==> src/rtl/ccp_pkg.sv <==
// ccp_pkg: shared types, codes and tag helpers for the constant pool parser
// used by ccp_front, ccp_queue, ccp_back and class_constant_pool_parser
`timescale 1ns / 1ps

package ccp_pkg;

  // constant pool tag bytes
  localparam logic [7:0] TAG_UTF8      = 8'd1;
  localparam logic [7:0] TAG_INTEGER   = 8'd3;
  localparam logic [7:0] TAG_FLOAT     = 8'd4;
  localparam logic [7:0] TAG_LONG      = 8'd5;
  localparam logic [7:0] TAG_DOUBLE    = 8'd6;
  localparam logic [7:0] TAG_CLASS     = 8'd7;
  localparam logic [7:0] TAG_STRING    = 8'd8;
  localparam logic [7:0] TAG_FIELDREF  = 8'd9;
  localparam logic [7:0] TAG_METHODREF = 8'd10;
  localparam logic [7:0] TAG_IMETHREF  = 8'd11;
  localparam logic [7:0] TAG_NAMETYPE  = 8'd12;

  // parser phase, one-hot
  typedef enum logic [6:0] {
    PH_IDLE  = 7'b0000001,
    PH_COUNT = 7'b0000010,
    PH_TAG   = 7'b0000100,
    PH_BODY  = 7'b0001000,
    PH_TEXT  = 7'b0010000,
    PH_DONE  = 7'b0100000,
    PH_HALT  = 7'b1000000
  } ccp_phase_t;

  // kind of record passed from front to back
  typedef enum logic [1:0] {
    REC_POOL  = 2'd0,
    REC_BAD   = 2'd1,
    REC_ENTRY = 2'd2,
    REC_TEXT  = 2'd3
  } ccp_kind_t;

  typedef struct packed {
    logic [7:0] data_byte;
    logic       start_of_pool;
  } ccp_in_t;

  typedef struct packed {
    logic        entry_done;
    logic [15:0] entry_index;
    logic [7:0]  tag_code;
    logic [63:0] const_value;
    logic [15:0] first_ref;
    logic [15:0] second_ref;
    logic        text_valid;
    logic [7:0]  text_byte;
    logic        pool_done;
    logic [31:0] bytes_consumed;
    logic        bad_tag;
  } ccp_out_t;

  // compact record from the parser front
  typedef struct packed {
    ccp_kind_t   kind;
    logic        entry_done;
    logic        pool_done;
    logic [15:0] entry_index;
    logic [7:0]  tag;
    logic [63:0] value;
    logic [7:0]  data;
    logic [31:0] total;
  } ccp_rec_t;

  // body length in bytes for a tag, zero for an unknown tag
  function automatic logic [3:0] body_len(input logic [7:0] tag);
    logic [3:0] len;
    len = 4'd0;
    if (tag == TAG_UTF8 || tag == TAG_CLASS || tag == TAG_STRING) begin
      len = 4'd2;
    end else if (tag == TAG_INTEGER || tag == TAG_FLOAT || tag == TAG_FIELDREF ||
                 tag == TAG_METHODREF || tag == TAG_IMETHREF || tag == TAG_NAMETYPE) begin
      len = 4'd4;
    end else if (tag == TAG_LONG || tag == TAG_DOUBLE) begin
      len = 4'd8;
    end
    return len;
  endfunction

endpackage

==> src/rtl/ccp_front.sv <==
// ccp_front: byte-level parse state machine, emits one record per completed event
// depends on ccp_pkg
`timescale 1ns / 1ps

module ccp_front
  import ccp_pkg::*;
(
  input  logic     clk,
  input  logic     rst_n,
  input  logic     byte_valid,
  input  ccp_in_t  byte_in,
  output logic     rec_push,
  output ccp_rec_t rec
);

  ccp_phase_t  phase_r, phase_nxt;
  logic [3:0]  bif_r, bif_nxt;
  logic [7:0]  tag_r, tag_nxt;
  logic [16:0] index_r, index_nxt;
  logic [15:0] decl_r, decl_nxt;
  logic [63:0] value_r, value_nxt;
  logic [15:0] rem_r, rem_nxt;
  logic [31:0] total_r, total_nxt;

  logic [7:0]  b;
  logic [31:0] total_inc;
  logic [16:0] index_step;
  logic        step_pool_done;

  assign b = byte_in.data_byte;

  // saturating byte count
  assign total_inc = (total_r == 32'hFFFF_FFFF) ? total_r : total_r + 32'd1;

  // index advance at entry completion, long and double take two slots
  assign index_step = index_r + ((tag_r == TAG_LONG || tag_r == TAG_DOUBLE) ? 17'd2 : 17'd1);
  assign step_pool_done = (index_step >= {1'b0, decl_r});

  // parse step
  always_comb begin
    phase_nxt = phase_r;
    bif_nxt   = bif_r;
    tag_nxt   = tag_r;
    index_nxt = index_r;
    decl_nxt  = decl_r;
    value_nxt = value_r;
    rem_nxt   = rem_r;
    total_nxt = total_r;
    rec_push  = 1'b0;
    rec       = '0;
    rec.kind  = REC_POOL;
    if (byte_valid) begin
      if (byte_in.start_of_pool) begin
        total_nxt = 32'd1;
        decl_nxt  = {b, 8'h00};
        index_nxt = 17'd1;
        bif_nxt   = 4'd0;
        tag_nxt   = 8'd0;
        value_nxt = '0;
        rem_nxt   = 16'd0;
        phase_nxt = PH_COUNT;
      end else begin
        unique case (phase_r)
          PH_COUNT: begin
            total_nxt = total_inc;
            decl_nxt  = {decl_r[15:8], b};
            if (decl_nxt <= 16'd1) begin
              rec_push      = 1'b1;
              rec.kind      = REC_POOL;
              rec.pool_done = 1'b1;
              rec.total     = total_inc;
              phase_nxt     = PH_DONE;
            end else begin
              phase_nxt = PH_TAG;
            end
          end
          PH_TAG: begin
            total_nxt = total_inc;
            tag_nxt   = b;
            bif_nxt   = 4'd0;
            value_nxt = '0;
            if (body_len(b) == 4'd0) begin
              rec_push        = 1'b1;
              rec.kind        = REC_BAD;
              rec.entry_index = index_r[15:0];
              rec.tag         = b;
              rec.total       = total_inc;
              phase_nxt       = PH_HALT;
            end else begin
              phase_nxt = PH_BODY;
            end
          end
          PH_BODY: begin
            total_nxt = total_inc;
            value_nxt = {value_r[55:0], b};
            bif_nxt   = bif_r + 4'd1;
            if (bif_nxt >= body_len(tag_r)) begin
              if (tag_r == TAG_UTF8 && value_nxt[15:0] != 16'd0) begin
                rem_nxt   = value_nxt[15:0];
                phase_nxt = PH_TEXT;
              end else begin
                if (tag_r == TAG_UTF8) begin
                  rem_nxt = 16'd0;
                end
                rec_push        = 1'b1;
                rec.kind        = REC_ENTRY;
                rec.entry_done  = 1'b1;
                rec.pool_done   = step_pool_done;
                rec.entry_index = index_r[15:0];
                rec.tag         = tag_r;
                rec.value       = value_nxt;
                rec.total       = total_inc;
                index_nxt       = index_step;
                phase_nxt       = step_pool_done ? PH_DONE : PH_TAG;
              end
            end
          end
          PH_TEXT: begin
            total_nxt       = total_inc;
            rem_nxt         = rem_r - 16'd1;
            rec_push        = 1'b1;
            rec.kind        = REC_TEXT;
            rec.entry_index = index_r[15:0];
            rec.tag         = tag_r;
            rec.value       = value_r;
            rec.data        = b;
            rec.total       = total_inc;
            if (rem_nxt == 16'd0) begin
              rec.entry_done = 1'b1;
              rec.pool_done  = step_pool_done;
              index_nxt      = index_step;
              phase_nxt      = step_pool_done ? PH_DONE : PH_TAG;
            end
          end
          default: begin
            // idle, done or halted: byte is dropped uncounted
          end
        endcase
      end
    end
  end

  // state registers
  always_ff @(posedge clk) begin
    if (!rst_n) begin
      phase_r <= PH_IDLE;
      bif_r   <= 4'd0;
      tag_r   <= 8'd0;
      index_r <= 17'd1;
      decl_r  <= 16'd0;
      value_r <= '0;
      rem_r   <= 16'd0;
      total_r <= 32'd0;
    end else begin
      phase_r <= phase_nxt;
      bif_r   <= bif_nxt;
      tag_r   <= tag_nxt;
      index_r <= index_nxt;
      decl_r  <= decl_nxt;
      value_r <= value_nxt;
      rem_r   <= rem_nxt;
      total_r <= total_nxt;
    end
  end

  // a bad tag halts the parser
  a_bad_halts: assert property (@(posedge clk) disable iff (!rst_n)
    rec_push && rec.kind == REC_BAD |=> phase_r == PH_HALT)
    else $error("bad tag record without halt");

  // pool completion parks the parser in done
  a_pool_done: assert property (@(posedge clk) disable iff (!rst_n)
    rec_push && rec.pool_done |=> phase_r == PH_DONE)
    else $error("pool done record without done phase");

  // a text record only comes from the text phase
  a_text_phase: assert property (@(posedge clk) disable iff (!rst_n)
    rec_push && rec.kind == REC_TEXT |-> phase_r == PH_TEXT)
    else $error("text record outside text phase");

endmodule

==> src/rtl/ccp_queue.sv <==
// ccp_queue: short record queue between parser front and result back end
// depends on ccp_pkg
`timescale 1ns / 1ps

module ccp_queue
  import ccp_pkg::*;
#(
  parameter int DEPTH = 4
) (
  input  logic     clk,
  input  logic     rst_n,
  input  logic     push,
  input  ccp_rec_t push_data,
  output logic     full,
  input  logic     pop,
  output ccp_rec_t pop_data,
  output logic     empty
);

  localparam int PTR_W = (DEPTH > 1) ? $clog2(DEPTH) : 1;
  localparam int CNT_W = $clog2(DEPTH + 1);
  localparam logic [PTR_W-1:0] LAST = PTR_W'(DEPTH - 1);
  localparam logic [CNT_W-1:0] FULL_CNT = CNT_W'(DEPTH);

  ccp_rec_t         mem_r [DEPTH];
  logic [PTR_W-1:0] wr_ptr_r, wr_ptr_nxt;
  logic [PTR_W-1:0] rd_ptr_r, rd_ptr_nxt;
  logic [CNT_W-1:0] count_r, count_nxt;
  logic             do_push, do_pop;

  assign full     = (count_r == FULL_CNT);
  assign empty    = (count_r == '0);
  assign do_push  = push && !full;
  assign do_pop   = pop && !empty;
  assign pop_data = mem_r[rd_ptr_r];

  // pointer and occupancy update
  always_comb begin
    wr_ptr_nxt = wr_ptr_r;
    rd_ptr_nxt = rd_ptr_r;
    count_nxt  = count_r;
    if (do_push) begin
      wr_ptr_nxt = (wr_ptr_r == LAST) ? '0 : wr_ptr_r + PTR_W'(1);
    end
    if (do_pop) begin
      rd_ptr_nxt = (rd_ptr_r == LAST) ? '0 : rd_ptr_r + PTR_W'(1);
    end
    if (do_push && !do_pop) begin
      count_nxt = count_r + CNT_W'(1);
    end else if (do_pop && !do_push) begin
      count_nxt = count_r - CNT_W'(1);
    end
  end

  always_ff @(posedge clk) begin
    if (!rst_n) begin
      wr_ptr_r <= '0;
      rd_ptr_r <= '0;
      count_r  <= '0;
    end else begin
      wr_ptr_r <= wr_ptr_nxt;
      rd_ptr_r <= rd_ptr_nxt;
      count_r  <= count_nxt;
    end
  end

  // storage
  always_ff @(posedge clk) begin
    if (do_push) begin
      mem_r[wr_ptr_r] <= push_data;
    end
  end

  a_count_range: assert property (@(posedge clk) disable iff (!rst_n)
    count_r <= FULL_CNT)
    else $error("queue occupancy out of range");

  a_ptr_gap: assert property (@(posedge clk) disable iff (!rst_n)
    empty |-> wr_ptr_r == rd_ptr_r)
    else $error("empty queue with pointer gap");

endmodule

==> src/rtl/ccp_back.sv <==
// ccp_back: expands parser records into result items and holds the output register
// depends on ccp_pkg
`timescale 1ns / 1ps

module ccp_back
  import ccp_pkg::*;
(
  input  logic     clk,
  input  logic     rst_n,
  input  logic     rec_empty,
  input  ccp_rec_t rec,
  output logic     rec_pop,
  output logic     out_empty,
  input  logic     out_pop,
  output ccp_out_t out_data
);

  logic     out_valid_r;
  ccp_out_t out_data_r, res;

  // load when the output register is free or being drained
  assign rec_pop   = !rec_empty && (!out_valid_r || out_pop);
  assign out_empty = !out_valid_r;
  assign out_data  = out_data_r;

  // format one result from a record
  always_comb begin
    res                = '0;
    res.bytes_consumed = rec.total;
    res.pool_done      = rec.pool_done;
    unique case (rec.kind)
      REC_POOL: begin
        // empty pool, only the flag and the count
      end
      REC_BAD: begin
        res.entry_index = rec.entry_index;
        res.tag_code    = rec.tag;
        res.bad_tag     = 1'b1;
      end
      REC_ENTRY: begin
        res.entry_done  = 1'b1;
        res.entry_index = rec.entry_index;
        res.tag_code    = rec.tag;
        if (rec.tag >= TAG_INTEGER && rec.tag <= TAG_DOUBLE) begin
          res.const_value = rec.value;
        end else if (rec.tag == TAG_CLASS || rec.tag == TAG_STRING) begin
          res.first_ref = rec.value[15:0];
        end else if (rec.tag >= TAG_FIELDREF && rec.tag <= TAG_NAMETYPE) begin
          res.first_ref  = rec.value[31:16];
          res.second_ref = rec.value[15:0];
        end
      end
      REC_TEXT: begin
        res.entry_done  = rec.entry_done;
        res.entry_index = rec.entry_index;
        res.tag_code    = rec.tag;
        res.first_ref   = rec.value[15:0];
        res.text_valid  = 1'b1;
        res.text_byte   = rec.data;
      end
      default: begin
      end
    endcase
  end

  // output valid flag
  always_ff @(posedge clk) begin
    if (!rst_n) begin
      out_valid_r <= 1'b0;
    end else if (rec_pop) begin
      out_valid_r <= 1'b1;
    end else if (out_pop) begin
      out_valid_r <= 1'b0;
    end
  end

  // output payload
  always_ff @(posedge clk) begin
    if (rec_pop) begin
      out_data_r <= res;
    end
  end

endmodule

==> src/rtl/class_constant_pool_parser.sv <==
// class_constant_pool_parser: a result passes through the record queue and the output register after its byte transfer
// throughput is one byte per cycle while full is low, set by the combinational parse step in ccp_front
// full rises only when the record queue between parser and output stage fills up
// synchronous active-low reset returns the parser to idle and empties both sides
`timescale 1ns / 1ps

module class_constant_pool_parser
  import ccp_pkg::*;
#(
  parameter int QUEUE_DEPTH = 4
) (
  input  logic     clk,
  input  logic     rst_n,
  input  logic     push,
  output logic     full,
  input  ccp_in_t  in_data,
  output logic     empty,
  input  logic     pop,
  output ccp_out_t out_data
);

  logic     accept;
  logic     rec_push, rec_pop, q_full, q_empty;
  ccp_rec_t rec_in, rec_out;

  assign full   = q_full;
  assign accept = push && !q_full;

  // byte parser
  ccp_front u_front (
    .clk        (clk),
    .rst_n      (rst_n),
    .byte_valid (accept),
    .byte_in    (in_data),
    .rec_push   (rec_push),
    .rec        (rec_in)
  );

  // record queue
  ccp_queue #(
    .DEPTH (QUEUE_DEPTH)
  ) u_queue (
    .clk       (clk),
    .rst_n     (rst_n),
    .push      (rec_push),
    .push_data (rec_in),
    .full      (q_full),
    .pop       (rec_pop),
    .pop_data  (rec_out),
    .empty     (q_empty)
  );

  // result formatter and output register
  ccp_back u_back (
    .clk       (clk),
    .rst_n     (rst_n),
    .rec_empty (q_empty),
    .rec       (rec_out),
    .rec_pop   (rec_pop),
    .out_empty (empty),
    .out_pop   (pop),
    .out_data  (out_data)
  );

endmodule

==> config.mk <==
export PLATFORM = sky130hd
export DESIGN_NAME = class_constant_pool_parser
export DESIGN_NICKNAME = d
export VERILOG_FILES = /design/src/rtl/ccp_pkg.sv /design/src/rtl/ccp_front.sv /design/src/rtl/ccp_queue.sv /design/src/rtl/ccp_back.sv /design/src/rtl/class_constant_pool_parser.sv
export SDC_FILE = /design/constraint.sdc
export NUM_CORES = 1
export LEC_CHECK = 0
export BUFFER_PORTS_ARGS = -buffer_cell sky130_fd_sc_hd__clkbuf_2
export CORE_ASPECT_RATIO = 2
export CORE_MARGIN = 2
export CORE_UTILIZATION = 35
export CTS_BUF_LIST = sky130_fd_sc_hd__clkbuf_4
export CTS_CLUSTER_SIZE = 30
export DETAILED_ROUTE_END_ITERATION = 10
export GPL_ROUTABILITY_DRIVEN = 0
export PLACE_DENSITY = 0.53
export RECOVER_POWER = 50
export SLEW_MARGIN = 30
export SYNTH_ARGS = -nofsm -noshare
export SYNTH_HDL_FRONTEND = slang
export SYNTH_SLANG_ARGS = --single-unit
==> constraint.sdc <==
create_clock -name clk -period 27.2 [get_ports clk]
set_clock_uncertainty 0.15 [all_clocks]
set_input_delay 2.72 -clock clk [delete_from_list [all_inputs] [get_ports clk]]
set_output_delay 2.72 -clock clk [all_outputs]
set_load 0.005 [all_outputs]
==> flow_metrics.env, run 1 <==
export IMPL_top_usage_layer="met2"
export IMPL_ys_types=83
export IMPL_violations="max-capacitance violations, max-slew violations"
export IMPL_status="finished with violations"
export IMPL_start_util=0.353
export IMPL_die_h_um=456
export IMPL_finalHoldViolations=0
export IMPL_row_count=165
export IMPL_cp_arrival_ps=10070
export IMPL_rsz0062_at_grt="no"
export IMPL_setup_viol=0
export IMPL_num_vias=22000
export IMPL_cts_resized=0
export IMPL_wl_per_cell_um=21.4
export IMPL_postSynthRegisterBits=866
export IMPL_ioPinCount=179
export IMPL_grt_pass1_wl_mm=137
export IMPL_grt_usage=0.172
export IMPL_die_area_mm2=0.105
export IMPL_n_fill_cell=9635
export IMPL_power_density_mw_per_mm2=78.7
export IMPL_drtAntennaViolNets=0
export IMPL_via_per_inst=5.21
export IMPL_area_growth_pct=12.8
export IMPL_tightest_slew_ps=4660
export IMPL_p_leak_nw=12.2
export IMPL_met1_usage=0.176
export IMPL_drc_errors=0
export IMPL_synth_top_area_frac=0.582
export IMPL_grt_overflow_total=0
export IMPL_cts_buffers=191
export IMPL_drt_initial_drc_count=1197
export IMPL_clkTransAtPathRegs_ps=70
export IMPL_die_w_um=230
export IMPL_layout_min_cycle_time_ps=9640
export IMPL_coreArea_mm2=0.101
export IMPL_post_cts_buffers=0
export IMPL_yosys_area_top_type="edfxtp_1"
export IMPL_synth_edf_count=692
export IMPL_syn_num_nets=2533
export IMPL_peakVddDrop_mv=0.0409
export IMPL_holdWs_ps=305
export IMPL_fmax_mhz=104
export IMPL_first_global_vias=23300
export IMPL_cts_root_buf="clkbuf_4"
export IMPL_yosysSeqAreaShare=0.680
export IMPL_holdCritPathClass="reg -> reg"
export IMPL_crit_required_ps=27620
export IMPL_fin_crit_sh=0.354
export IMPL_r2r_setup_slack_ps=17700
export IMPL_power_mw=3.17
export IMPL_ys_flop_type="edfxtp_1"
export IMPL_maxCapViolCount=17
export IMPL_crit_path_max_fanout=68
export IMPL_syn_mean_instance_area_um2=14.3
export IMPL_finalMaxSlewViolations=767
export IMPL_critPathCaptureType="register"
export IMPL_fin_nets=2772
export IMPL_start_kind="input pin"
export IMPL_worstSkewPairLatency_ps=1080
export IMPL_final_layout_size_suffix_gt1_frac=0.198
export IMPL_synth_most_common_cell="edfxtp_1"
export IMPL_first_pass_iters=5
export IMPL_drt_total_wl_mm=90.3
export IMPL_async_reset_ff_frac=0
export IMPL_synth_area_mm2=0.0357
export IMPL_ctsHoldBuffers=0
export IMPL_htree_num_levels=4
export IMPL_synthTopCellsByArea="edfxtp_1, dfxtp_1, mux4_2, nand2_1, and2_1"
export IMPL_grt_max_degree=74
export IMPL_cts_sinks=866
export IMPL_met3_usage=0.0315
export IMPL_relSlewSlack=-2.10
export IMPL_synthCells=2487
export IMPL_critPathKind="in -> reg"
export IMPL_synthTopCellsByCount="edfxtp_1, nand2_1, nor2_1"
export IMPL_cts_tree="built"
export IMPL_antenna_found_initial=1
export IMPL_cts_path_max_buffers=3
export IMPL_port_buffers=178
export IMPL_dp_hpwl_mm=57.0
export IMPL_setup_tns_ps=0
export IMPL_grtUsageMet2=0.331
export IMPL_yosys_warnings=0
metrics by stage:
stage | setup WS, ps | utilization | area [um2] | instances
6_report | 17560 | 0.398 | 40300 | 4227
4_1_cts | 21530 | 0.400 | 40500 | 4222
5_1_grt | 16480 | 0.398 | 40300 | 4224
3_3_place_gp | 20420 | 0.375 | 37900 | 3868
2_1_floorplan | 14170 | - | 35700 | 2487
3_5_place_dp | 20380 | 0.375 | 37900 | 3868
cell usage in the layout (no fill, tap or decap), drive strengths merged, types with 8 or more instances in the layout:
master / n
a211oi: 8
a21o: 8
a21oi: 125
a22o: 19
a22oi: 85
a31oi: 17
and2: 111
and3: 38
buf: 25
clkbuf: 467
clkinv: 61
dfxtp: 174
edfxtp: 692
ha: 31
inv: 46
mux2i: 22
mux4: 130
nand2: 184
nand3: 104
nand4: 21
nor2: 183
nor2b: 30
nor3: 37
nor3b: 9
nor4: 17
o21a: 8
o21ai: 55
o31ai: 10
or3: 15
xnor2: 32
xor2: 30
layer usage:
metal	vias to the layer above	routed length, um	part of all wire
li1	10100	-	-
met1	11100	32000	0.35
met2	652	50500	0.56
met3	219	3560	0.039
met4	0	4190	0.046
met5	-	0	0
critical path, stage by stage:
cell	delay [ps]
clkbuf_2	70
inv_1	100
a21oi_4	170
clkbuf_1	1860
clkbuf_1	2420
clkbuf_1	2500
flip-flops by register name (all words and copies together) (netlist names), named ones only:
register / flops
u_queue.mem_r: 528
u_back.out_data: 164
u_front.value_r: 64
u_front.total_r: 32
u_front.index_r: 17
u_front.decl_r: 16
u_front.rem_r: 16
u_front.tag_r: 8
u_front.phase_r: 7
u_front.bif_r: 4
u_queue.count_r: 3
u_queue.rd_ptr_r: 2
u_queue.wr_ptr_r: 2
u_back.out_valid_r: 1
worst paths after layout:
kind	to	cells after the start	start
max	u_back.out_data[42]	6	pop
min	u_front.value_r[63]	2	u_front.value_r[63]
max reg2reg	u_back.out_data[60]	8	register
min reg2reg	u_front.value_r[63]	2	u_front.value_r[63]
layout make-up:
class / count / area (um2) / area share
antenna: 4 / 10.0 / 0.000249
tap: 1336 / 1670 / 0.0415
multi-input combinational: 1412 / 10600 / 0.264
timing repair buffer: 212 / 1010 / 0.0251
sequential: 866 / 24300 / 0.603
clock buffer: 280 / 2100 / 0.0522
inverter: 43 / 163 / 0.00404
clock inverter: 74 / 427 / 0.0106
logic make-up after synthesis:
kind of cell / Yosys count / share of synthesized area
DFF: 866 / 0.680
and+or+nand+nor: 776 / 0.108
AOI/OAI and AO/OA: 386 / 0.0714
buffers and inverters: 209 / 0.0239
muxes: 155 / 0.0892
xor gates and xnor gates: 62 / 0.0152
adders and majority gates: 33 / 0.0120
report_power, final:
part	internal (mW)	total, mW	switching (mW)
clock network	0.514	1.03	0.518
registers	1.60	1.66	0.0639
logic	0.190	0.476	0.286
Power figures use the tool's default switching activity.
==> inputs of run 2 (changes only) <==
==> constraint.sdc (replaced) <==
create_clock -name clk -period 9.78 [get_ports clk]
set_clock_uncertainty 0.15 [all_clocks]
set_input_delay 0.978 -clock clk [delete_from_list [all_inputs] [get_ports clk]]
set_output_delay 0.978 -clock clk [all_outputs]
set_load 0.005 [all_outputs]
==> run 2 against run 1 <==
Against the previous run: critical path type is now reg -> reg; utilization fell by 0.13 points; highest routed layer is now met5; total power rose to 2.7 times the previous value; clock-buffer cell count down 20; the flow still finishes with violations (max-capacitance violations, max-slew violations); worst hold slack worse by 130 ps.
==> flow_metrics.env, run 2 (same netlist as run 1, synthesis figures left out) <==
export IMPL_status="finished with violations"
export IMPL_violations="max-capacitance violations, max-slew violations"
export IMPL_drtAntennaViolNets=0
export IMPL_via_per_inst=5.20
export IMPL_first_pass_iters=5
export IMPL_timing_rr_start="u_front.phase_r[0]"
export IMPL_drt_total_wl_mm=88.9
export IMPL_htree_num_levels=4
export IMPL_critPathSlowestCell="and2_0"
export IMPL_largest_register_ffs=528
export IMPL_die_area_mm2=0.105
export IMPL_row_count=165
export IMPL_r2r_end="u_front.index_r[13]"
export IMPL_cts_buffers=184
export IMPL_cts_sinks=866
export IMPL_wl_per_cell_um=21.2
export IMPL_final_layout_size_suffix_gt1_frac=0.194
export IMPL_fin_nets=2764
export IMPL_mostFrequentLayoutCell="edfxtp_1"
export IMPL_rsz0062_at_grt="no"
export IMPL_ctsHoldBuffers=0
export IMPL_die_w_um=230
export IMPL_cp_arrival_ps=7680
export IMPL_drt_initial_drc_count=1318
export IMPL_cts_tree="built"
export IMPL_grt_max_degree=76
export IMPL_finalHoldViolations=0
export IMPL_met1_usage=0.177
export IMPL_top_usage_layer="met2"
export IMPL_coreArea_mm2=0.101
export IMPL_relSlewSlack=-1.94
export IMPL_fmax_mhz=143
export IMPL_setup_tns_ps=0
export IMPL_grt_pass1_wl_mm=136
export IMPL_crit_path_max_fanout=73
export IMPL_fin_area_mm2=0.0401
export IMPL_holdCritPathClass="in -> reg"
export IMPL_crit_chain="nor4_1, and2_0, nand4_1, o21ba_1, nor2_1, o21ai_0"
export IMPL_start_util=0.353
export IMPL_worstHoldPathCells=4
export IMPL_clkTransAtPathRegs_ps=80
export IMPL_die_h_um=456
export IMPL_ioPinCount=179
export IMPL_setup_viol=0
export IMPL_critPathBufInv=0
export IMPL_peakVddDrop_mv=0.122
export IMPL_critPathCaptureType="register"
export IMPL_seq_area_mm2=0.0243
export IMPL_drc_errors=0
export IMPL_finalMaxSlewViolations=566
export IMPL_min_from="pop"
export IMPL_setup_ws_ps=2800
export IMPL_cts_path_max_buffers=3
export IMPL_fin_crit_sh=0.714
export IMPL_first_global_vias=23000
export IMPL_largest_register="u_queue.mem_r"
export IMPL_num_vias=21900
export IMPL_p_leak_nw=12.1
export IMPL_worstSkewPairLatency_ps=1040
export IMPL_dp_hpwl_mm=57.0
export IMPL_start_kind="register"
export IMPL_area_growth_pct=12.5
export IMPL_holdPathEnd="u_back.out_valid_r"
export IMPL_maxCapViolCount=13
export IMPL_tightest_slew_ps=4400
export IMPL_r2r_cells=6
export IMPL_grt_usage=0.169
export IMPL_cts_resized=0
export IMPL_antenna_found_initial=3
export IMPL_crit_family="simple AND/OR/NAND/NOR gates"
export IMPL_grtUsageMet2=0.317
export IMPL_post_dp_cell_area_mm2=0.0379
export IMPL_met3_usage=0.0338
export IMPL_crit_required_ps=10470
export IMPL_port_buffers=178
export IMPL_grt_overflow_total=0
export IMPL_r2r_setup_slack_ps=2800
export IMPL_cts_root_buf="clkbuf_4"
export IMPL_critical_path_max_stage_delay_ps=3220
export IMPL_multi_input_area_mm2=0.0106
export IMPL_layout_min_cycle_time_ps=6980
export IMPL_post_cts_buffers=0
export IMPL_critPathKind="reg -> reg"
export IMPL_dp_slack_ps=3960
export IMPL_n_fill_cell=9581
export IMPL_final_cell_mix="edfxtp_1, clkbuf_4, nand2_1"
export IMPL_power_density_mw_per_mm2=217
-- run 2: changes by cell type in the layout (fill, tap and decap cells not counted), sizes merged --
| cell | change |
|---|---|
| clkbuf | -19 |
| clkinv | -4 |
| buf | -2 |
| bufinv | +2 |
| clkinvlp | -1 |
| diode | +1 |
| inv | -1 |
-- run 2: layout make-up --
cell class | count | share of cell area
multi-input cells | 1412 | 0.265
clock buffers | 260 | 0.0486
diodes | 5 | 0.000312
well taps | 1336 | 0.0416
inverters | 43 | 0.00405
clock inverters | 70 | 0.0114
flip-flops and latches | 866 | 0.605
repair buffers | 211 | 0.0243
-- run 2: tightest hold or removal path: stages --
cell and delay (ps):
clkbuf_2 80, inv_1 110, nand2_1 100, a21oi_1 50
-- run 2: per-stage QoR --
step	hold WS, ps	utilization	power, mW	cells
after floorplan	282	-	5.44	2487
after global placement	288	0.375	6.07	3868
after detailed placement	294	0.375	6.08	3868
after CTS	51.0	0.399	8.90	4198
after global routing	112	0.397	9.14	4203
final	179	0.397	8.70	4203
-- run 2: how the worst max path moves through the flow --
stage | start | to | slack [ps] | cells past startpoint
floorplan | pop | u_queue.count_r[2] | 2470 | 9
global placement | in_data[6] | u_queue.mem_r[1][78] | 4060 | 11
detailed placement | in_data[6] | u_queue.mem_r[0][95] | 3960 | 11
CTS | u_front.tag_r[4] | u_queue.mem_r[0][78] | 4390 | 13
global route | register | u_back.out_data[70] | 2200 | 5
finish | u_front.phase_r[0] | u_front.index_r[13] | 2800 | 6
-- run 2: routing by layer --
layer	wire length, um	vias to the layer above
li1	-	10000
met1	32800	11000
met2	48300	644
met3	3850	211
met4	3880	2
met5	16	-
-- run 2: report_power, final --
| group | switching (mW) | internal, mW | total [mW] |
|---|---|---|---|
| Sequential | 0.165 | 4.44 | 4.60 |
| Combinational | 0.819 | 0.494 | 1.31 |
| Clock | 1.39 | 1.39 | 2.78 |
| Total | 2.37 | 6.32 | 8.70 |
